<file path="config.mk">
export PLATFORM = sky130hd
export DESIGN_NAME = lpht_front
export DESIGN_NICKNAME = d
export VERILOG_FILES = /design/src/hw/rtl/lpht_pkg.sv /design/src/hw/rtl/lpht_front.sv
export SDC_FILE = /design/constraint.sdc
export NUM_CORES = 1
export LEC_CHECK = 0
export BUFFER_PORTS_ARGS = -buffer_cell sky130_fd_sc_hd__buf_2
export CORE_ASPECT_RATIO = 2
export CORE_MARGIN = 2
export CORE_UTILIZATION = 41
export CTS_BUF_LIST = sky130_fd_sc_hd__clkbuf_4 sky130_fd_sc_hd__clkbuf_8
export DETAILED_ROUTE_END_ITERATION = 12
export PLACE_DENSITY = 0.64
export SYNTH_ARGS = -nofsm -noshare
export SYNTH_HDL_FRONTEND = slang
export SYNTH_SLANG_ARGS = --single-unit
</file>
<file path="constraint.sdc">
create_clock -name clk -period 7.9 [get_ports clk]
set_input_delay 1.185 -clock clk [delete_from_list [all_inputs] [get_ports clk]]
set_output_delay 1.185 -clock clk [all_outputs]
set_load 0.05 [all_outputs]
</file>
<file path="src/hw/rtl/lpht_pkg.sv">
// Shared types, constants and helper functions for the linear-probing hash table.
// Depends on nothing; lpht_front, lpht_queue, lpht_back and the top level import it.
`timescale 1ns / 1ps
`default_nettype none

package lpht_pkg;

  // Table capacity and derived widths.
  localparam int SLOTS  = 1024;
  localparam int SLOT_W = $clog2(SLOTS);
  localparam int SIZE_W = SLOT_W + 1;

  // Field widths.
  localparam int CFG_W  = 11;
  localparam int ACT_W  = 2;
  localparam int KEY_W  = 63;
  localparam int DATA_W = 64;
  localparam int STAT_W = 2;
  localparam int MARK_W = 2;

  localparam logic [CFG_W-1:0] CFG_RESET = 11'd1024;

  // Remainder unit: key bits consumed per cycle and cycle count.
  localparam int DIV_BITS = 4;
  localparam int DIV_CYC  = (KEY_W + DIV_BITS - 1) / DIV_BITS;
  localparam int PAD_W    = DIV_CYC * DIV_BITS;
  localparam int DCNT_W   = $clog2(DIV_CYC);

  // Queue between front and back.
  localparam int QDEPTH = 2;
  localparam int QPTR_W = $clog2(QDEPTH);
  localparam int QCNT_W = $clog2(QDEPTH + 1);

  // Action codes.
  localparam logic [ACT_W-1:0] ACT_SEARCH = 2'd0;
  localparam logic [ACT_W-1:0] ACT_INSERT = 2'd1;
  localparam logic [ACT_W-1:0] ACT_DELETE = 2'd2;

  // Status codes.
  localparam logic [STAT_W-1:0] ST_OK   = 2'd0;
  localparam logic [STAT_W-1:0] ST_MISS = 2'd1;
  localparam logic [STAT_W-1:0] ST_FULL = 2'd2;

  // Slot marks.
  localparam logic [MARK_W-1:0] MARK_EMPTY = 2'd0;
  localparam logic [MARK_W-1:0] MARK_USED  = 2'd1;
  localparam logic [MARK_W-1:0] MARK_TOMB  = 2'd2;

  typedef struct packed {
    logic [ACT_W-1:0]  action;
    logic [KEY_W-1:0]  key;
    logic [DATA_W-1:0] data;
  } req_t;

  typedef struct packed {
    logic [STAT_W-1:0] status;
    logic [DATA_W-1:0] value;
  } result_t;

  // A request once its home slot is known.
  typedef struct packed {
    logic [ACT_W-1:0]  action;
    logic [KEY_W-1:0]  key;
    logic [DATA_W-1:0] data;
    logic [SLOT_W-1:0] home;
  } work_t;

  typedef struct packed {
    logic [MARK_W-1:0] mark;
    logic [KEY_W-1:0]  key;
    logic [DATA_W-1:0] value;
  } slot_t;

  localparam int SLOT_BITS = $bits(slot_t);

  typedef struct packed {
    logic clearing;
  } back_stat_t;

  typedef enum logic [1:0] {
    F_IDLE,
    F_DIV,
    F_PUSH
  } front_state_t;

  typedef enum logic [1:0] {
    B_CLEAR,
    B_IDLE,
    B_PROBE,
    B_DONE
  } back_state_t;

  // Size in use: zero behaves as one, anything above capacity as capacity.
  function automatic logic [SIZE_W-1:0] eff_size(input logic [CFG_W-1:0] ts);
    logic [SIZE_W-1:0] s;
    if (ts == '0) begin
      s = SIZE_W'(1);
    end else if (32'(ts) > SLOTS) begin
      s = SIZE_W'(SLOTS);
    end else begin
      s = SIZE_W'(ts);
    end
    return s;
  endfunction

endpackage

`default_nettype wire

</file>
<file path="src/hw/rtl/lpht_front.sv">
// Front end: accepts requests and works out the home slot, key modulo size.
// Depends on lpht_pkg.
`timescale 1ns / 1ps
`default_nettype none

module lpht_front (
  input  wire logic                         clk,
  input  wire logic                         rst_n,
  input  wire logic                         in_valid,
  output logic                              in_ready,
  input  wire lpht_pkg::req_t               in_req,
  input  wire logic                         hold,
  input  wire logic [lpht_pkg::SIZE_W-1:0]  size,
  output logic                              push_valid,
  input  wire logic                         push_ready,
  output lpht_pkg::work_t                   push_work
);

  import lpht_pkg::*;

  front_state_t      state_r, state_nxt;
  req_t              req_r, req_nxt;
  logic [PAD_W-1:0]  sh_r, sh_nxt;
  logic [SIZE_W-1:0] rem_r, rem_nxt;
  logic [DCNT_W-1:0] cnt_r, cnt_nxt;
  logic [SIZE_W-1:0] step_rem;

  always_ff @(posedge clk) begin
    if (!rst_n) begin
      state_r <= F_IDLE;
    end else begin
      state_r <= state_nxt;
    end
  end

  always_ff @(posedge clk) begin
    req_r <= req_nxt;
    sh_r  <= sh_nxt;
    rem_r <= rem_nxt;
    cnt_r <= cnt_nxt;
  end

  always_comb begin
    state_nxt  = state_r;
    req_nxt    = req_r;
    sh_nxt     = sh_r;
    rem_nxt    = rem_r;
    cnt_nxt    = cnt_r;
    step_rem   = rem_r;
    in_ready   = (state_r == F_IDLE) && !hold;
    push_valid = (state_r == F_PUSH);
    push_work  = '{action: req_r.action, key: req_r.key, data: req_r.data,
                   home: rem_r[SLOT_W-1:0]};

    unique case (state_r)
      F_IDLE: begin
        if (in_valid && in_ready) begin
          req_nxt   = in_req;
          sh_nxt    = PAD_W'(in_req.key);
          rem_nxt   = '0;
          cnt_nxt   = '0;
          state_nxt = F_DIV;
        end
      end
      F_DIV: begin
        // Restoring remainder, several key bits per cycle, most significant first.
        for (int i = 0; i < DIV_BITS; i++) begin
          step_rem = {step_rem[SIZE_W-2:0], sh_r[PAD_W-1-i]};
          if (step_rem >= size) begin
            step_rem = step_rem - size;
          end
        end
        rem_nxt = step_rem;
        sh_nxt  = sh_r << DIV_BITS;
        cnt_nxt = cnt_r + DCNT_W'(1);
        if (cnt_r == DCNT_W'(DIV_CYC - 1)) begin
          state_nxt = F_PUSH;
        end
      end
      F_PUSH: begin
        if (push_ready) begin
          state_nxt = F_IDLE;
        end
      end
      default: begin
        state_nxt = F_IDLE;
      end
    endcase
  end

endmodule

`default_nettype wire

</file>
==> results of run 1 <==
## cell families after synthesis
kind of cell / after synthesis / share of synthesized area, %
XOR/XNOR: 27 / 2.47
flip-flops: 209 / 65.4
adder cells (fa/ha/maj): 49 / 6.73
multiplexers: 14 / 1.85
AND/OR/NAND/NOR: 299 / 13.3
buffers and inverters: 50 / 2.16
AO/OA/AOI/OAI: 114 / 8.01
## through the flow
stage / setup TNS, ns / util [%] / instances / setup WS (ns) / hold WS [ns]
finish: 0 / 56.7 / 1491 / 0.233 / 0.507
global route: -0.00483 / 56.7 / 1491 / -0.00483 / 0.540
CTS: 0 / 56.3 / 1490 / 0.0182 / 0.513
detailed placement: -4.94 / 53.8 / 1444 / -0.610 / 0.492
global placement: -3.71 / 53.8 / 1444 / -0.499 / 0.487
floorplan: -0.000523 / - / 762 / -0.000523 / 0.484
## cell type report
| cell class | count | share of cell area (%) |
|---|---|---|
| Clock buffer | 32 | 3.12 |
| Inverter | 29 | 0.963 |
| Sequential cell | 209 | 47.7 |
| Tap cell | 283 | 2.70 |
| Multi-Input combinational cell | 503 | 25.5 |
| Clock inverter | 14 | 1.23 |
| Timing Repair Buffer | 421 | 18.8 |
## what timing repair did
| item | in CTS | in global routing |
|---|---|---|
| endpoints found under the setup margin | 1 | 10 |
| buffers inserted | 0 | 1 |
| cloned | 0 | 0 |
| gates resized for setup | 1 | 16 |
| pin swaps | 0 | 8 |
## Yosys cell counts, types with 4 or more instances
cell type    n  area [um^2]
edfxtp_1   207         6220
nand2_1    201          754
ha_1        45          563
a21oi_1     34          170
nor2_1      30          113
inv_1       29          109
xnor2_1     19          166
o21ai_0     18         90.1
nand3_1     14         70.1
nor3_1      12         60.1
a21o_1      10         75.1
clkbuf_1    10         37.5
and2_1       8         50.1
nor2b_1      8         50.1
xor2_1       8         70.1
mux2_2       7         78.8
o21a_1       7         52.6
a31oi_1      6         37.5
buf_1        6         22.5
o21bai_1     6         45.0
o21ai_1      5         25.0
a211oi_1     4         30.0
and3_1       4         25.0
fa_1         4         80.1
o31ai_1      4         30.0
## worst max-delay path: cells and delay by family
kind / cells / cell delay, ns
fa+ha+maj: 4 / 1.19
buf+inv: 8 / 1.19
mux: 2 / 0.51
simple gates: 4 / 0.71
compound gates: 17 / 3.25
## final timing paths
kind	endpoint	slack (ns)
max reg2reg	rem_r[8]	0.49
min reg2reg	sh_r[51]	0.51
min	sh_r[51]	0.51
max	rem_r[8]	0.23
## registers in the layout, indices dropped and copies added, names as in the netlist
name / cells
rem_r: 10
state_r: 2
cnt_r: 4
sh_r: 64
push_work: 129
## layer usage
metal	track usage, %	wire length [um]	vias up
met5	0	7	-
met4	13.6	1590	2
met3	4.40	1650	83
met2	43.0	15600	276
met1	19.0	8410	3515
li1	-	-	3601
==> metrics.md, run 1 <==
| Metric | Value |
|---|---|
| Status | `completed` |
| Hold buffers post-CTS | `0` |
| Worst skew pair latency | `roughly 0.56 ns` |
| Antenna diodes | `0` |
| Via Count | `between 7,000 and 8,000` |
| Sequential area share after synthesis | `65.4%` |
| Hold WC Path Type | `reg2reg` |
| Critical path's slowest cell | `a221o_1` |
| CTS Buffer Depth | `3` |
| Final HPWL DP | `~21 mm` |
| Post-synth EDFFs | `approximately 210` |
| Share of cells above drive strength 1 | `42.6%` |
| Area of the multi-input gates | `about 0.0033 mm^2` |
| Area grow syn2layout | `37.2%` |
| Critical Path Max Stage Delay | `approximately 0.4 ns` |
| Critical path capture point type | `register` |
| Pin count of the biggest net entering global routing | `between 70 and 80` |
| CORE AREA | `about 0.023 mm^2` |
| Synth async-reset ratio | `0%` |
| R2r startpoint | `rem_r[1]` |
| Max-cap violations | `0` |
| Seq. cell area | `around 0.0063 mm^2` |
| Commonest non-fill, non-tap cell in the layout | `buf_2` |
| Most frequent CP cell | `buf_4` |
| CTS tree | `built` |
| # DRC | `0` |
| Measured slew at the worst slew-check pin | `between 1 and 1.5 ns` |
| Antenna-violating nets left | `0` |
| Io pins | `roughly 290` |
| Layout Cell Area excl Fill | `~0.013 mm^2` |
| Reg clk slew, reported paths | `0.08 ns` |
| Placed cell areas | `about 0.012 mm^2` |
| Vias in the first global route | `7,937` |
| CTS HTree Levels | `1` |
| Synth unique cells | `approximately 60` |
| Fin. Hold Viols | `0` |
| Hold path depth | `2` |
| GPL Wtd Cong | `0.924` |
| Routed vias/inst | `roughly 5` |
| Final routed wire length divided by cell count | `~18 um` |
| Final WL | `27.2 mm` |
| Num rows | `slightly below 80` |
| Reg2Reg Depth | `33` |
| Drt pass-1 iters | `4` |
| F_max | `approximately 130 MHz` |
| Final setup fails | `0` |
| Fill cells | `~2,100` |
| Slew Limit Fails | `0` |
| Total track usage | `between 20% and 30%` |
| Final period utilization | `a little over nine tenths` |
| Initial antenna violation count | `1` |
| Port bufs | `285` |
| Final worst path period need | `7.67 ns` |
| Syn_nets | `roughly 960` |
| Cell count after synthesis | `approximately 760` |
| Net count, final | `between 1,000 and 1,500` |
| Die ar. | `around 0.025 mm^2` |
| Critical Path RT | `8.28 ns` |
| Synth Warn # | `0` |
| Worst Setup Start Kind | `input pin` |
| Critical path class | `in2reg` |
| Syn Area/Cell | `12.5 um^2` |
| Die Ht | `about 220 um` |
| Worst Setup SP | `size[2]` |
| Crit path max fanout | `16` |
| Most frequent cells in the layout | `buf_2 (285), edfxtp_1 (207), nand2_1 (200), buf_4 (134), ha_1 (36)` |
| Clock net sink count | `between 200 and 250` |
| Grt total ovfl | `0` |
| Mapped cell area | `between 0.009 and 0.01 mm^2` |
| Starting Density | `approximately two fifths` |
| Leading register cell type out of synthesis | `edfxtp_1` |
| HP Start | `sh_r[47]` |
| Seq cells post-synth | `about 210` |
| CTS Buf Count | `26` |
| DR iter-0 viols | `285` |
| Clock root buffer | `clkbuf_8` |
| Chip width | `roughly 110 um` |
| Critical Path AT | `between 8 and 9 ns` |
| Setup Skew | `0.0151 ns` |
| Global-route wire length before repair | `slightly above 40 mm` |
| Slew HR | `about a third` |
Power of run 1 is left out: the tool's default activity adds up to more than one toggle a clock period on the data nets, which glitch-free logic cannot reach.
==> inputs of run 2 (changes only) <==
- CORE_UTILIZATION: 41 -> 48
- PLACE_DENSITY: 0.64 -> 0.74
==> run 2 against run 1 <==
  * Via count is 1.5% higher
  * Final cell count fell by 1.2%
  * Routed wire length is 1.1% lower
  * Critical path depth shrank 4
  * Die area decreased by 14%
  * Sequential share of layout area is 0.073 points higher
  * Flip-flop and latch count unchanged
  * Non-clock buffer count rose by 1
  * Clock skew hardly changed
  * Largest cell class unchanged
==> metrics.md, run 2 (synthesized netlist as in run 1, its figures left out) <==
| Metric | Value |
|---|---|
| Commonest non-fill, non-tap cell in the layout | `buf_2` |
| Final HPWL DP | `20.3 mm` |
| Critical Path Max Stage Delay | `a little over 0.5 ns` |
| Pin count of the biggest net entering global routing | `slightly above 80` |
| Io pins | `roughly 290` |
| Met1 usage | `22.0%` |
| F_max | `~130 MHz` |
| Fill cells | `1,566` |
| Hold WC Path Type | `reg2reg` |
| Max-cap violations | `0` |
| Final period utilization | `approximately 98%` |
| Clock net sink count | `approximately 210` |
| Met2 Use GR | `between 40 and 50%` |
| Num rows | `73` |
| Critical path's slowest cell | `a221o_2` |
| CTS Buffer Depth | `3` |
| Total track usage | `about a quarter` |
| Critical path class | `in2reg` |
| Final worst path period need | `approximately 7.7 ns` |
| Worst hold slack | `between 0.5 and 0.6 ns` |
| Share of cells above drive strength 1 | `between 40 and 50%` |
| Starting Density | `~48%` |
| Antenna diodes | `0` |
| Chip width | `approximately 100 um` |
| Final WL | `approximately 27 mm` |
| Antenna-violating nets left | `0` |
| Worst Setup Start Kind | `input pin` |
| Most frequent cells in the layout | `buf_2 (285), edfxtp_1 (207), nand2_1 (200), buf_4 (136), ha_1 (36)` |
| Met3 Use GR | `between 4 and 5%` |
| Port bufs | `approximately 290` |
| Layout Cell Area excl Fill | `~0.013 mm^2` |
| Grt total ovfl | `0` |
| Via Count | `around 7,600` |
| DR iter-0 viols | `between 300 and 400` |
| Slew Limit Fails | `0` |
| Status | `completed` |
| Vias in the first global route | `approximately 8,200` |
| Clock root buffer | `clkbuf_8` |
| Critical Path RT | `~8.2 ns` |
| Drt pass-1 iters | `5` |
| Placed cell areas | `between 0.01 and 0.015 mm^2` |
| Measured slew at the worst slew-check pin | `1.03 ns` |
| Global-route wire length before repair | `between 40 and 50 mm` |
| Worst skew pair latency | `between 0.5 and 0.6 ns` |
| Final routed wire length divided by cell count | `~18 um` |
| CTS HTree Levels | `1` |
| # DRC | `0` |
| CORE AREA | `about 0.020 mm^2` |
| Busiest grt layer | `met2` |
| Final setup fails | `0` |
| GPL Wtd Cong | `roughly 0.97` |
| Critical Path AT | `~8 ns` |
| Critical path capture point type | `register` |
| Area grow syn2layout | `37.0%` |
| Setup Skew | `0.0155 ns` |
| Die Ht | `204 um` |
| Die ar. | `roughly 0.021 mm^2` |
| Reg clk slew, reported paths | `0.07 ns` |
| CTS tree | `built` |
| Routed vias/inst | `roughly 5.2` |
| CTS Buf Count | `26` |
| Fin. Hold Viols | `0` |
| Max reg flops | `129` |
| Slew HR | `roughly a third` |
| Setup_tns | `0 ns` |
| Initial antenna violation count | `0` |
| Crit path max fanout | `7` |
| Net count, final | `approximately 1,400` |
[run 2: path summary, 6_finish.rpt]
kind | from | cells past startpoint | slack [ns] | endpoint
setup / recovery | size[2] | 31 | 0.18 | rem_r[4]
hold / removal | sh_r[2] | 2 | 0.51 | sh_r[6]
setup reg to reg | rem_r[7] | 28 | 0.45 | rem_r[4]
hold reg to reg | sh_r[2] | 2 | 0.51 | sh_r[6]
[run 2: cell type report]
class / instances / area (um^2) / area share, %
Inverter: 29 / 126 / 0.965
Multi-Input combinational cell: 504 / 3380 / 25.8
Timing Repair Buffer: 422 / 2460 / 18.8
Sequential cell: 209 / 6260 / 47.8
Clock inverter: 15 / 139 / 1.06
Tap cell: 262 / 328 / 2.50
Clock buffer: 32 / 409 / 3.12
[run 2: what timing repair did]
| action | CTS | global route |
|---|---|---|
| pin swaps | 1 | 7 |
| setup endpoints to repair | 6 | 10 |
| cloned | 0 | 1 |
| gates resized for setup | 3 | 25 |
| setup buffers | 1 | 1 |
| hold buffers | 0 | 0 |
[run 2: routing by layer]
layer  wire, um  part of all wire [%]  up-vias
met3       1660                   6.2       93
li1           -                     -     3608
met5          0                     0        -
met2      15100                    56      341
met4       1710                   6.3        0
met1       8440                    31     3546
[run 2: metrics by stage]
step | setup slack, ns | std cells | util, %
floorplan | -0.000523 | 762 | -
global placement | -0.763 | 1423 | 62.9
detailed placement | -0.825 | 1423 | 62.9
CTS | 0.0339 | 1471 | 65.8
global route | -0.0135 | 1473 | 66.4
finish | 0.179 | 1473 | 66.4
[run 2: critical path: cells and delay by family]
family	cells	cell delay (ns)
AO/OA/AOI/OAI	15	3.45
adder cells (fa/ha/maj)	4	1.01
multiplexers	3	0.88
buffers and inverters	6	0.88
AND/OR/NAND/NOR	3	0.58
Power of run 2 is left out for the same reason.
==> inputs of run 3 (changes only) <==
- CORE_UTILIZATION: 48 -> 54
- PLACE_DENSITY: 0.74 -> 0.79
- clock period: 7.9 -> 8.6 ns (I/O delays scaled with it)
==> run 3 against run 2 <==
  * Worst setup slack improved by 0.25 ns
  * Register-to-register slack gained 0.36 ns
  * Flip-flop and latch count stayed put
  * Utilization grew 6.6 points
  * Die area shrank 11%
  * Sequential share of layout area rose by 1.9 points
  * Final area down 3.8%
  * First-iteration DRC count fell by 9.5%
==> metrics.md, run 3 (synthesized netlist as in run 1, its figures left out) <==
| Metric | Value |
|---|---|
| Grt total ovfl | `0` |
| Die Ht | `192 um` |
| Flop-to-flop setup slack | `a little over 0.8 ns` |
| Critical path's slowest cell | `a221o_1` |
| GPL Wtd Cong | `0.956` |
| Status | `completed` |
| Hold buffers post-CTS | `0` |
| Slew HR | `roughly 31%` |
| Global-route wire length before repair | `42.4 mm` |
| Vias in the first global route | `8,400` |
| Critical Path RT | `between 8 and 9 ns` |
| Chip width | `98.1 um` |
| CTS Buf Count | `25` |
| Pin count of the biggest net entering global routing | `79` |
| Final std cells w/o fill | `around 1,400` |
| Fin. Hold Viols | `0` |
| Total track usage | `between 20% and 30%` |
| Drt pass-1 iters | `4` |
| Final setup fails | `0` |
| RSZ-0062 raised after global routing | `false` |
| Max reg flops | `roughly 130` |
| Fill cells | `roughly 1,200` |
| Worst hold slack | `~0.51 ns` |
| Critical Path Sink | `rem_r[9]` |
| Worst Setup Start Kind | `input pin` |
| Measured slew at the worst slew-check pin | `between 1 and 1.5 ns` |
| CTS Buffer Depth | `3` |
| Layout Cell Area excl Fill | `roughly 0.013 mm^2` |
| Max-cap violations | `0` |
| Die ar. | `roughly 0.019 mm^2` |
| Clock net sink count | `approximately 210` |
| Hold WC Path Type | `reg2reg` |
| Port bufs | `approximately 290` |
| CORE AREA | `0.0173 mm^2` |
| Worst Setup SP | `size[2]` |
| DR iter-0 viols | `361` |
| Starting Density | `between 50% and 60%` |
| Placed cell areas | `roughly 0.012 mm^2` |
| Initial antenna violation count | `3` |
| Most frequent cells in the layout | `buf_2 (285), edfxtp_1 (207), nand2_1 (200), buf_4 (120), ha_1 (45)` |
| Final WL | `28.5 mm` |
| Placed insts | `1,352` |
| Commonest non-fill, non-tap cell in the layout | `buf_2` |
| R2R Path End | `rem_r[9]` |
| Share of cells above drive strength 1 | `between 30% and 40%` |
| R2r startpoint | `rem_r[4]` |
| Io pins | `between 200 and 300` |
| Worst skew pair latency | `about 0.54 ns` |
| Net count, final | `roughly 1,400` |
| Clock root buffer | `clkbuf_8` |
| Critical Path AT | `roughly 8.4 ns` |
| Num rows | `68` |
| CTS HTree Levels | `1` |
| CTS tree | `built` |
| Critical path capture point type | `register` |
| F_max | `around 120 MHz` |
| Setup Skew | `approximately 0.011 ns` |
| # DRC | `0` |
| Routed vias/inst | `roughly 5.5` |
| Final worst path period need | `between 8 and 9 ns` |
| Reg2Reg Depth | `33` |
| Antenna-violating nets left | `0` |
| Final period utilization | `between 90% and 100%` |
| Final HPWL DP | `21.3 mm` |
| Critical path class | `in2reg` |
| Final Core Density | `between 70% and 80%` |
| Area grow syn2layout | `31.8%` |
| Slew Limit Fails | `0` |
| Final routed wire length divided by cell count | `just over 20 um` |
| Critical Path Max Stage Delay | `0.43 ns` |
| Crit path max fanout | `6` |
| Via Count | `roughly 7,700` |
| Reg clk slew, reported paths | `around 0.080 ns` |
[run 3: critical path: cells and delay by family]
kind / cells / cell delay, ns
adder cells (fa/ha/maj): 4 / 1.24
XOR/XNOR: 1 / 0.14
AND/OR/NAND/NOR: 5 / 0.83
AO/OA/AOI/OAI: 17 / 3.55
multiplexers: 2 / 0.61
buffers and inverters: 6 / 0.74
[run 3: metal layers]
metal  GRT usage [%]  vias up  routed length, um
li1                -     3569                  -
met1            26.1     3604               8690
met2            58.8      374              16100
met3            6.33      117               1760
met4            18.8        2               1920
met5               0        -                 18
[run 3: stage by stage]
step | setup TNS (ns) | worst slack (ns)
after floorplan | 0 | 0.224
after global placement | -1.16 | -0.227
after detailed placement | -2.11 | -0.318
after CTS | 0 | 0.230
after global routing | 0 | 0.0120
final | 0 | 0.433
[run 3: worst min-delay path by stage]
stage               startpoint        to  cells after the start
floorplan              sh_r[6]  sh_r[10]                      2
global placement      sh_r[43]  sh_r[47]                      2
detailed placement    sh_r[50]  sh_r[54]                      2
CTS                   sh_r[45]  sh_r[49]                      2
global route          sh_r[33]  sh_r[37]                      2
finish                sh_r[33]  sh_r[37]                      2
[run 3: final cells by class]
type	instances	area, um^2	share of cell area, %
timing repair buffer	405	2330	18.5
antenna	3	7.51	0.0596
tap	210	263	2.08
multi-input combinational	503	3160	25.1
clock inverter	12	85.1	0.675
sequential	209	6260	49.6
inverter	29	111	0.883
clock buffer	32	397	3.15
[run 3: what timing repair did]
action	CTS	global route
endpoints found under the setup margin	0	10
resized for setup	0	7
setup buffers	0	4
Power of run 3 is left out for the same reason.
