<file path="src/hw/rtl/lpht_pkg.sv">
// Shared types, constants and helper functions for the linear-probing hash table.
// Depends on nothing; lpht_front, lpht_queue, lpht_back and the top level import it.
`timescale 1ns / 1ps
`default_nettype none

package lpht_pkg;

  // Table capacity and derived widths.
  localparam int SLOTS  = 1024;
  localparam int SLOT_W = $clog2(SLOTS);
  localparam int SIZE_W = SLOT_W + 1;

  // Field widths.
  localparam int CFG_W  = 11;
  localparam int ACT_W  = 2;
  localparam int KEY_W  = 63;
  localparam int DATA_W = 64;
  localparam int STAT_W = 2;
  localparam int MARK_W = 2;

  localparam logic [CFG_W-1:0] CFG_RESET = 11'd1024;

  // Remainder unit: key bits consumed per cycle and cycle count.
  localparam int DIV_BITS = 4;
  localparam int DIV_CYC  = (KEY_W + DIV_BITS - 1) / DIV_BITS;
  localparam int PAD_W    = DIV_CYC * DIV_BITS;
  localparam int DCNT_W   = $clog2(DIV_CYC);

  // Queue between front and back.
  localparam int QDEPTH = 2;
  localparam int QPTR_W = $clog2(QDEPTH);
  localparam int QCNT_W = $clog2(QDEPTH + 1);

  // Action codes.
  localparam logic [ACT_W-1:0] ACT_SEARCH = 2'd0;
  localparam logic [ACT_W-1:0] ACT_INSERT = 2'd1;
  localparam logic [ACT_W-1:0] ACT_DELETE = 2'd2;

  // Status codes.
  localparam logic [STAT_W-1:0] ST_OK   = 2'd0;
  localparam logic [STAT_W-1:0] ST_MISS = 2'd1;
  localparam logic [STAT_W-1:0] ST_FULL = 2'd2;

  // Slot marks.
  localparam logic [MARK_W-1:0] MARK_EMPTY = 2'd0;
  localparam logic [MARK_W-1:0] MARK_USED  = 2'd1;
  localparam logic [MARK_W-1:0] MARK_TOMB  = 2'd2;

  typedef struct packed {
    logic [ACT_W-1:0]  action;
    logic [KEY_W-1:0]  key;
    logic [DATA_W-1:0] data;
  } req_t;

  typedef struct packed {
    logic [STAT_W-1:0] status;
    logic [DATA_W-1:0] value;
  } result_t;

  // A request once its home slot is known.
  typedef struct packed {
    logic [ACT_W-1:0]  action;
    logic [KEY_W-1:0]  key;
    logic [DATA_W-1:0] data;
    logic [SLOT_W-1:0] home;
  } work_t;

  typedef struct packed {
    logic [MARK_W-1:0] mark;
    logic [KEY_W-1:0]  key;
    logic [DATA_W-1:0] value;
  } slot_t;

  localparam int SLOT_BITS = $bits(slot_t);

  typedef struct packed {
    logic clearing;
  } back_stat_t;

  typedef enum logic [1:0] {
    F_IDLE,
    F_DIV,
    F_PUSH
  } front_state_t;

  typedef enum logic [1:0] {
    B_CLEAR,
    B_IDLE,
    B_PROBE,
    B_DONE
  } back_state_t;

  // Size in use: zero behaves as one, anything above capacity as capacity.
  function automatic logic [SIZE_W-1:0] eff_size(input logic [CFG_W-1:0] ts);
    logic [SIZE_W-1:0] s;
    if (ts == '0) begin
      s = SIZE_W'(1);
    end else if (32'(ts) > SLOTS) begin
      s = SIZE_W'(SLOTS);
    end else begin
      s = SIZE_W'(ts);
    end
    return s;
  endfunction

endpackage

`default_nettype wire

</file>
<file path="src/hw/rtl/lpht_queue.sv">
// Short request queue between the front end and the probe engine.
// Depends on lpht_pkg.
`timescale 1ns / 1ps
`default_nettype none

module lpht_queue (
  input  wire logic            clk,
  input  wire logic            rst_n,
  input  wire logic            push_valid,
  output logic                 push_ready,
  input  wire lpht_pkg::work_t push_work,
  output logic                 pop_valid,
  input  wire logic            pop_ready,
  output lpht_pkg::work_t      pop_work
);

  import lpht_pkg::*;

  work_t             q_r [QDEPTH];
  logic [QPTR_W-1:0] wr_ptr_r, wr_ptr_nxt;
  logic [QPTR_W-1:0] rd_ptr_r, rd_ptr_nxt;
  logic [QCNT_W-1:0] cnt_r, cnt_nxt;
  logic              do_push, do_pop;

  assign push_ready = (cnt_r != QCNT_W'(QDEPTH));
  assign pop_valid  = (cnt_r != '0);
  assign pop_work   = q_r[rd_ptr_r];
  assign do_push    = push_valid && push_ready;
  assign do_pop     = pop_valid && pop_ready;

  always_comb begin
    wr_ptr_nxt = wr_ptr_r;
    rd_ptr_nxt = rd_ptr_r;
    cnt_nxt    = cnt_r;
    if (do_push) begin
      wr_ptr_nxt = (wr_ptr_r == QPTR_W'(QDEPTH - 1)) ? '0 : wr_ptr_r + QPTR_W'(1);
    end
    if (do_pop) begin
      rd_ptr_nxt = (rd_ptr_r == QPTR_W'(QDEPTH - 1)) ? '0 : rd_ptr_r + QPTR_W'(1);
    end
    if (do_push && !do_pop) begin
      cnt_nxt = cnt_r + QCNT_W'(1);
    end else if (do_pop && !do_push) begin
      cnt_nxt = cnt_r - QCNT_W'(1);
    end
  end

  always_ff @(posedge clk) begin
    if (!rst_n) begin
      wr_ptr_r <= '0;
      rd_ptr_r <= '0;
      cnt_r    <= '0;
    end else begin
      wr_ptr_r <= wr_ptr_nxt;
      rd_ptr_r <= rd_ptr_nxt;
      cnt_r    <= cnt_nxt;
    end
  end

  always_ff @(posedge clk) begin
    if (do_push) begin
      q_r[wr_ptr_r] <= push_work;
    end
  end

endmodule

`default_nettype wire

</file>
<file path="config.mk">
export PLATFORM = sky130hd
export DESIGN_NAME = lpht_queue
export DESIGN_NICKNAME = d
export VERILOG_FILES = /design/src/hw/rtl/lpht_pkg.sv /design/src/hw/rtl/lpht_queue.sv
export SDC_FILE = /design/constraint.sdc
export NUM_CORES = 1
export LEC_CHECK = 0
export ABC_CLOCK_PERIOD_IN_PS = 11200
export BUFFER_PORTS_ARGS = -buffer_cell sky130_fd_sc_hd__buf_2
export CAP_MARGIN = 20
export CORE_ASPECT_RATIO = 0.5
export CORE_MARGIN = 2
export CORE_UTILIZATION = 29
export CTS_CLUSTER_SIZE = 16
export DETAILED_ROUTE_END_ITERATION = 7
export SLEW_MARGIN = 20
export SYNTH_ARGS = -nofsm -noshare
export SYNTH_HDL_FRONTEND = slang
export SYNTH_SLANG_ARGS = --single-unit
</file>
<file path="constraint.sdc">
create_clock -name clk -period 11.2 [get_ports clk]
set_input_delay 1.68 -clock clk [delete_from_list [all_inputs] [get_ports clk]]
set_output_delay 1.68 -clock clk [all_outputs]
set_load 0.01 [all_outputs]
</file>
==> results.md, run 1 <==
* H-tree levels at 1
* Reg area at 8450 um2
* Post-synthesis simple-gate area fraction at 0.631%
* Final wirelength at 23.9 mm
* Critical R2R Capture: q_r[1][22]
* Share of cells above drive strength 1 at 61.0%
* Final instance area at 13,200 um2
* Via count at 5,281
* Nets@finish at 903
* Initial Util at 29.7%
* Synth Warn # at 0
* Remaining global-route overflow at 0
* Clock Latency Late Sink at 0.55 ns
* Worst hold start: cnt_r[1]
* Crit path time final at 4.59 ns
* Worst-margin pin slew at 1.06 ns
* DR DRC count at 0
* Area of the core at 34,700 um2
* Sequential fraction of the synthesis area at 82.0%
* Total track usage at 12.1%
* Clk buf depth at 3
* Hpwl dp at 16.1 mm
* Slew headroom at 29.5%
* Fillers at 3,266
* Xor/xnor share of the synthesized area at 0.255%
* Most common cell after layout, fill and taps aside: buf_2
* Largest net degree at the start of global routing at 88
* Post-synthesis adder-cell area fraction at 0.121%
* Min-Delay Path Depth at 2
* Yosys top cell area share at 81.0%
* Clock Tree Root: clkbuf_16
* Combinational share of power at 22.4%
* Crit. End Element: primary output
* DR vias/cell at 4.20
* ANT nets after route at 0
* Reg2Reg Launch Point: cnt_r[0]
* Synth area leader: edfxtp_1
* Most frequent cells in the layout: buf_2 (283), edfxtp_1 (278), mux2_2 (139)
* RePlAce Congestion at 0.766
* Seq pwr share at 45.3%
* Port bufs at 283
* Width of the die at 271 um
* Initial drt markers at 372
* Mux contribution to synthesized area at 15.2%
* Final hold violation count at 0
* Unique masters post-synth at 21
* Switching pwr at 814 uW
* Syn nets at 600
* Pwr Total at 3040 uW
* Final Util at 38.0%
* Finish-stage setup viols at 0
* Compound-Gate Fraction of Synth Area at 0.340%
* DRT Pass-1 Iters at 4
* Register-to-Register Path Depth at 3
* CTS tree: built
* Main area contributors after synthesis: edfxtp_1 (81%), mux2_2 (15%), buf_6 (1.2%)
* FF+latch count, synth at 283
* Largest family of logic cells by synthesized area: multiplexers
* Post-CTS Setup Bufs at 0
* Die ar. at 37,200 um2
* Clock transition at path regs at 0.06 ns
* Initial antenna violation count at 2
* Critical Path RT at 9.52 ns
* PwrDens at 230 nW/um2
* CTS buffer count at 29
* Slew Limit Fails at 0
* Vias in the first global route at 5,581
* Final worst path period share at 40.9%
* Type of the worst setup path: reg2out
* First-pass GRT wire length at 33.7 mm
* Max Clock Skew at 0.0149 ns
* Chip height at 137 um
* Ports at 284
* Number of max-cap violations at 0
* R2r setup slk at 8.30 ns
* Switching part of the total at 26.8%
* Cell Area, Placed at 12,200 um2
* Lkg Pwr at 0.00482 uW
* Worst VDD drop at 87.9 uV
* Worst EP arrival at 2.91 ns
* DR WL/cell at 19.0 um
* Crit path launch type: flip-flop
* Sink Count at 283
* RSZ-0062 raised after global routing: no
* Worst hold path class: reg2reg
* Syn_area_per_cell at 22.6 um2
* Max Fclk at 218 MHz
* Worst-path maximum fanout at 64
* Status: complete, no violations
* Post-CTS sizing at 0
* Post-CTS Hold Buffers at 0
* Area of the mapped netlist at 10,300 um2
* Clock Power Share at 32.3%
* Num rows at 48
* Pint at 2220 uW
* Hold Path Sink: cnt_r[1]
* Cells after Synth at 456
* Area delta synth->final at 28.1%
* Final TNS setup at 0 ns
* Multi-input combinational cell area at 1710 um2
==> layer usage <==
metal | up-vias | GRT usage, % | wire, um | share of wire (%)
li1 | 2420 | - | - | -
met1 | 2743 | 12.6 | 8620 | 36
met2 | 74 | 24.5 | 14000 | 59
met3 | 44 | 2.25 | 662 | 2.8
met4 | 0 | 3.90 | 627 | 2.6
met5 | - | 0 | 0 | 0
==> critical path, cell delays in order, from the launching register on <==
cell	delay, ns
dfxtp_4	0.66
buf_16	0.31
buf_4	0.74
mux2_2	0.44
buf_2	0.15
==> worst max-delay path by stage <==
stage	start	slack (ns)	endpoint
floorplan	push_valid	5.76	q_r[1][0]
global placement	flip-flop	6.93	pop_work[113]
detailed placement	flip-flop	6.88	pop_work[113]
CTS	flip-flop	6.29	pop_work[113]
global route	flip-flop	6.39	pop_work[118]
finish	flip-flop	6.61	pop_work[113]
==> stage by stage <==
stage	worst slack (ns)	cells	hold WS (ns)
finish	6.61	1257	0.570
global route	6.39	1257	0.607
CTS	6.29	1254	0.576
detailed placement	6.88	1202	0.571
global placement	6.93	1202	0.529
floorplan	5.76	456	0.512
==> area by class of cell <==
type                    instances  area share, %
diodes                          2         0.0379
well taps                     475           4.50
clock inverters                22           1.79
inverters                       1         0.0663
repair buffers                287           11.1
flip-flops and latches        283           64.0
clock buffers                  30           5.53
multi-input cells             157           12.9
==> cell usage after synthesis, drive strengths merged <==
master  count
and2        4
xor2        1
dfxtp       5
o21ai       2
ha          1
buf        15
a21boi      2
a21bo       1
mux2      139
edfxtp    278
nand2b      1
inv         1
xnor2       2
and3        1
nand3b      1
or3         1
or2         1
==> kinds of logic (layout without fill, tap and decap cells) <==
logic type               after synthesis  in the layout
AO/OA/AOI/OAI                          5              5
XOR/XNOR                               3              3
adder cells (fa/ha/maj)                1              1
buffers and inverters                 16            340
flip-flops                           283            283
multiplexers                         139            139
other                                  0              2
AND/OR/NAND/NOR                        9              9
==> power groups by stage <==
| stage | clock network [uW] | logic, uW | registers (uW) |
|---|---|---|---|
| after floorplan | 0 | 448 | 1380 |
| after global placement | 0 | 659 | 1420 |
| after detailed placement | 0 | 665 | 1420 |
| after CTS | 1010 | 669 | 1400 |
| after global routing | 1050 | 730 | 1390 |
| final | 981 | 680 | 1380 |
==> state kept, by name, summed over array words and instances, names as in the netlist, named ones only <==
name / flops
wr_ptr_r: 1
rd_ptr_r: 1
cnt_r: 2
q_r: 278
Power figures use the tool's default switching activity.
==> run 2, diff against run 1 <==
--- a/config.mk
+++ b/config.mk
@@ -5,7 +5,8 @@
 export SDC_FILE = /design/constraint.sdc
 export NUM_CORES = 1
 export LEC_CHECK = 0
-export ABC_CLOCK_PERIOD_IN_PS = 11200
+export ABC_AREA = 1
+export ABC_CLOCK_PERIOD_IN_PS = 4300
 export BUFFER_PORTS_ARGS = -buffer_cell sky130_fd_sc_hd__buf_2
 export CAP_MARGIN = 20
 export CORE_ASPECT_RATIO = 0.5
==> constraint.sdc (replaced) <==
create_clock -name clk -period 4.3 [get_ports clk]
set_input_delay 0.645 -clock clk [delete_from_list [all_inputs] [get_ports clk]]
set_output_delay 0.645 -clock clk [all_outputs]
set_load 0.01 [all_outputs]
==> run 2 against run 1 <==
Against the previous run:
- critical endpoint is now pop_work[45]
- global-route usage is 0.60 points lower
- setup slack worse by 5.3 ns
- via count rose by 0.42%
==> results.md, run 2 <==
* Seq pwr share at 48.5%
* CP max stage cell: dfxtp_4
* DR DRC count at 0
* Width of the die at 271 um
* Crit path time final at 3.01 ns
* EDFF count, synth at 278
* Top reg by flops: q_r
* Chip height at 137 um
* Initial drt markers at 311
* Worst hold path class: in2reg
* Lkg Pwr at 0.00479 uW
* First-pass GRT wire length at 32.2 mm
* Biggest regs: q_r (278), cnt_r (2)
* Final wirelength at 22.9 mm
* DR WL/cell at 18.0 um
* Type of the worst setup path: reg2out
* Pwr Total at 7470 uW
* Hold WS at 0.279 ns
* Number of max-cap violations at 0
* Clock transition at path regs at 0.06 ns
* H-tree levels at 1
* Nets@finish at 915
* Post-synth ARST share at 0%
* Remaining global-route overflow at 0
* Post-CTS Setup Bufs at 0
* Vias in the first global route at 5,374
* Largest net degree at the start of global routing at 140
* Worst stage delay on the critical path at 0.76 ns
* Area of the core at 34,700 um2
* CTS tree: built
* Sequential fraction of the synthesis area at 82.0%
* Area delta synth->final at 27.1%
* Most common library cells after synthesis: edfxtp_1 (278), mux2_2 (139), buf_6 (11), nand2_1 (9)
* RSZ-0062 raised after global routing: no
* Crit-path leading delay family: flip-flops
* DR vias/cell at 4.17
* Most frequent cells in the layout: buf_2 (283), edfxtp_1 (278), mux2_2 (139)
* Switching part of the total at 27.1%
* Syn_area_per_cell at 22.0 um2
* Num rows at 48
* CTS buffer count at 28
* RePlAce Congestion at 0.780
* Most common cell after layout, fill and taps aside: buf_2
* Unique masters post-synth at 15
* Initial Util at 29.7%
* ANT nets after route at 0
* Share of cells above drive strength 1 at 59.0%
* Worst-path maximum fanout at 69
* Synth Warn # at 0
* Via count at 5,303
* Pint at 5440 uW
* Sink Count at 283
* Setup WS pre-CTS at 1.82 ns
* Clk buf depth at 3
* Hpwl dp at 15.2 mm
* Fillers at 3,262
* Critical Path RT at 3.65 ns
* Crit. End Element: primary output
* Syn nets at 613
* Die ar. at 37,100 um2
* Area of the mapped netlist at 10,300 um2
* Max Fclk at 332 MHz
* Post-CTS Hold Buffers at 0
* Switching pwr at 2030 uW
* PwrDens at 571 nW/um2
* Slew Limit Fails at 0
* Synth area leader: edfxtp_1
* Total track usage at 11.5%
* Clock Tree Root: clkbuf_16
* Yosys top cell area share at 81.0%
* WP buf/inv at 2
* Slew headroom at 39.6%
* Top-count cell post-synth: edfxtp_1
* Max Clock Skew at 0.0176 ns
* Post-CTS sizing at 0
* Top_reg_cell synth: edfxtp_1
* Clock Power Share at 29.9%
* Final instance area at 13,100 um2
* Final hold violation count at 0
* Ports at 284
* Final Util at 37.7%
* Cells after Synth at 469
* Worst EP arrival at 2.37 ns
* Setup WS post-layout at 1.29 ns
* Crit-path cells: buf_12 > mux2_2 > buf_2
* Finish-stage setup viols at 0
* Status: complete, no violations
* Main area contributors after synthesis: edfxtp_1 (81%), mux2_2 (15%), buf_6 (1.2%)
* Worst VDD drop at 361 uV
* Clock Latency Late Sink at 0.54 ns
* FF+latch count, synth at 283
* Crit path launch type: flip-flop
* Worst-margin pin slew at 0.906 ns
* Port bufs at 283
* Initial antenna violation count at 5
* Cell Area, Placed at 12,300 um2
* DRT Pass-1 Iters at 4
* Final worst path period share at 70.1%
* Max FFs per register at 278
* Combinational share of power at 21.6%
-- run 2: routing by layer --
layer	global-route usage, %	share of wire [%]	vias up
met2	22.5	59	72
li1	-	-	2470
met5	0	0	-
met1	12.4	36	2718
met3	2.07	2.8	43
met4	4.51	2.8	0
-- run 2: layout make-up --
cell class	instances	area, um2	area share [%]
clock inverter	14	75.1	0.574
clock buffer	36	752	5.74
antenna	5	12.5	0.0956
inverter	8	30.0	0.229
tap	475	594	4.54
sequential	283	8450	64.6
multi-input combinational	163	1690	12.9
timing repair buffer	287	1480	11.3
-- run 2: final timing paths --
path / startpoint / to / slack, ns / cells past startpoint
worst min-delay path: push_work[32] / q_r[0][32] / 0.28 / 1
worst min register to register: rd_ptr_r / rd_ptr_r / 0.51 / 2
worst max-delay path: flip-flop / pop_work[45] / 1.29 / 3
worst max register to register: cnt_r[0] / q_r[0][71] / 2.28 / 5
-- run 2: through the flow --
step | setup TNS [ns] | instances
6_report | 0 | 1271
5_1_grt | 0 | 1271
4_1_cts | 0 | 1266
3_5_place_dp | 0 | 1216
3_3_place_gp | 0 | 1216
2_1_floorplan | -143.13 | 469
-- run 2: cell families (layout without fill, tap and decap cells) --
group	count (synthesis)	in the layout	synth area share [%]
DFF	283	283	82.0
and+or+nand+nor	19	19	0.729
muxes	139	139	15.2
buffers and inverters	23	345	1.74
AOI/OAI and AO/OA	4	4	0.219
adders and majority gates	1	1	0.121
other	0	5	0
-- run 2: power by group through the flow --
| stage | combinational (uW) | clock (uW) | sequential [uW] |
|---|---|---|---|
| after global routing | 1730 | 2420 | 3660 |
| after detailed placement | 1650 | 0 | 3690 |
| after CTS | 1660 | 2310 | 3630 |
| final | 1620 | 2230 | 3630 |
| after floorplan | 1050 | 0 | 3650 |
| after global placement | 1620 | 0 | 3670 |
==> run 3, diff against run 2 <==
--- a/config.mk
+++ b/config.mk
@@ -6,7 +6,7 @@
 export NUM_CORES = 1
 export LEC_CHECK = 0
 export ABC_AREA = 1
-export ABC_CLOCK_PERIOD_IN_PS = 4300
+export ABC_CLOCK_PERIOD_IN_PS = 3140
 export BUFFER_PORTS_ARGS = -buffer_cell sky130_fd_sc_hd__buf_2
 export CAP_MARGIN = 20
 export CORE_ASPECT_RATIO = 0.5
==> constraint.sdc (replaced) <==
create_clock -name clk -period 3.14 [get_ports clk]
set_input_delay 0.471 -clock clk [delete_from_list [all_inputs] [get_ports clk]]
set_output_delay 0.471 -clock clk [all_outputs]
set_load 0.01 [all_outputs]
==> run 3 against run 2 <==
Against the previous run:
- combinational power grew 42%
- clock-buffer cell count shrank 4
- worst hold slack got worse by 0.16 ns
- die area stayed put
- first-iteration DRC count fell by 8.7%
- sequential share of layout area shrank 0.79 points
- cell count is 0.24% lower
- largest cell class unchanged
- largest power group unchanged
==> results.md, run 3 (synthesis gave the netlist of run 2 again) <==
* Via count at 5,308
* Initial drt markers at 284
* DR vias/cell at 4.19
* Post-CTS sizing at 0
* RePlAce Congestion at 0.765
* Initial Util at 29.7%
* Type of the worst setup path: reg2out
* Chip height at 137 um
* Crit. End Element: primary output
* Max FFs per register at 278
* Seq pwr share at 45.6%
* Combinational share of power at 21.4%
* Clock Tree Root: clkbuf_16
* Worst VDD drop at 382 uV
* Post-CTS Hold Buffers at 0
* Most common cell after layout, fill and taps aside: buf_2
* Clock transition at path regs at 0.06 ns
* Hpwl dp at 15.4 mm
* Final TNS setup at 0 ns
* CTS tree: built
* Pint at 7950 uW
* Biggest regs: q_r (278), cnt_r (2)
* Worst-path maximum fanout at 72
* Ports at 284
* Initial antenna violation count at 3
* Switching pwr at 2810 uW
* Final instance area at 13,300 um2
* ANT nets after route at 0
* Port bufs at 283
* Share of cells above drive strength 1 at 59.6%
* Final worst path period share at 74.3%
* Remaining global-route overflow at 0
* Cell Area, Placed at 12,300 um2
* Total track usage at 11.4%
* Max Clock Skew at 0.00611 ns
* Final hold violation count at 0
* Worst hold path class: in2reg
* Sink Count at 283
* Crit path time final at 2.33 ns
* Number of max-cap violations at 0
* Lkg Pwr at 0.00485 uW
* Width of the die at 271 um
* Min-Delay Path Depth at 1
* Status: complete, no violations
* Crit path launch type: flip-flop
* PwrDens at 812 nW/um2
* Worst-margin pin slew at 0.862 ns
* Clk buf depth at 3
* Slew Limit Fails at 0
* RSZ-0062 raised after global routing: no
* Clock Power Share at 33.0%
* Top reg by flops: q_r
* Final Util at 38.2%
* Post-CTS Setup Bufs at 0
* Vias in the first global route at 5,582
* Clock Latency Late Sink at 0.53 ns
* Final wirelength at 23.2 mm
* First-pass GRT wire length at 32.0 mm
* Die ar. at 37,100 um2
* Fillers at 3,292
* DR WL/cell at 18.3 um
* Slew headroom at 42.5%
* DRT Pass-1 Iters at 4
* Num rows at 48
* CTS buffer count at 28
* Area delta synth->final at 28.6%
* Largest net degree at the start of global routing at 140
* Worst EP arrival at 1.86 ns
* Area of the core at 34,700 um2
* Critical Path RT at 2.67 ns
* DR DRC count at 0
* Max Fclk at 429 MHz
* Finish-stage setup viols at 0
* Most frequent cells in the layout: buf_2 (283), edfxtp_1 (278), mux2_2 (139)
* Nets@finish at 915
* H-tree levels at 1
* Register-to-Register Path Depth at 5
* Switching part of the total at 26.1%
==> run 3: cell types whose count changed in the layout (fill, tap and decap cells not counted), moves of 3 or more <==
| cell | before | now |
|---|---|---|
| bufinv_16 | 0 | 6 |
| diode_2 | 5 | 1 |
| clkbuf_1 | 7 | 3 |
| clkinv_2 | 6 | 3 |
==> run 3: area by class of cell <==
class	count	area (um2)	share of cell area [%]
flip-flops and latches	283	8450	63.8
multi-input cells	163	1700	12.8
repair buffers	287	1500	11.3
clock buffers	32	737	5.56
well taps	475	594	4.48
clock inverters	19	245	1.85
inverters	8	30.0	0.227
diodes	1	2.50	0.0189
==> run 3: critical path: stages, from the launching register on <==
cell and delay, ns:
dfxtp_4 0.37, buf_12 0.31, mux2_2 0.40, buf_2 0.15
==> run 3: path summary, 6_finish.rpt <==
kind | startpoint | endpoint | slack [ns]
max | flip-flop | pop_work[25] | 0.81
min | push_work[71] | q_r[1][71] | 0.12
max reg2reg | cnt_r[0] | q_r[0][18] | 1.27
min reg2reg | rd_ptr_r | rd_ptr_r | 0.52
==> run 3: power groups by stage <==
stage          registers [uW]  logic, uW  clock network (uW)
3_3_place_gp             4950       2330                   0
2_1_floorplan            4960       1450                   0
6_report                 4900       2300                3550
5_1_grt                  4950       2470                3780
4_1_cts                  4910       2360                3650
3_5_place_dp             4990       2350                   0
==> run 3: layer usage <==
metal | vias to the layer above | GRT usage [%] | part of all wire, % | routed length (um)
li1 | 2456 | - | - | -
met1 | 2761 | 11.0 | 34 | 7870
met2 | 62 | 24.5 | 61 | 14200
met3 | 27 | 2.63 | 3.2 | 754
met4 | 2 | 2.73 | 1.6 | 379
met5 | - | 0 | 0.056 | 13
==> run 3: through the flow <==
step	instances	setup slack, ns	hold slack, ns	total power (uW)
floorplan	469	0.0262	0.467	6410
global placement	1216	1.26	0.485	7280
detailed placement	1216	1.25	0.516	7340
CTS	1267	0.772	0.0916	10900
global route	1268	0.730	0.0946	11200
finish	1268	0.808	0.124	10800
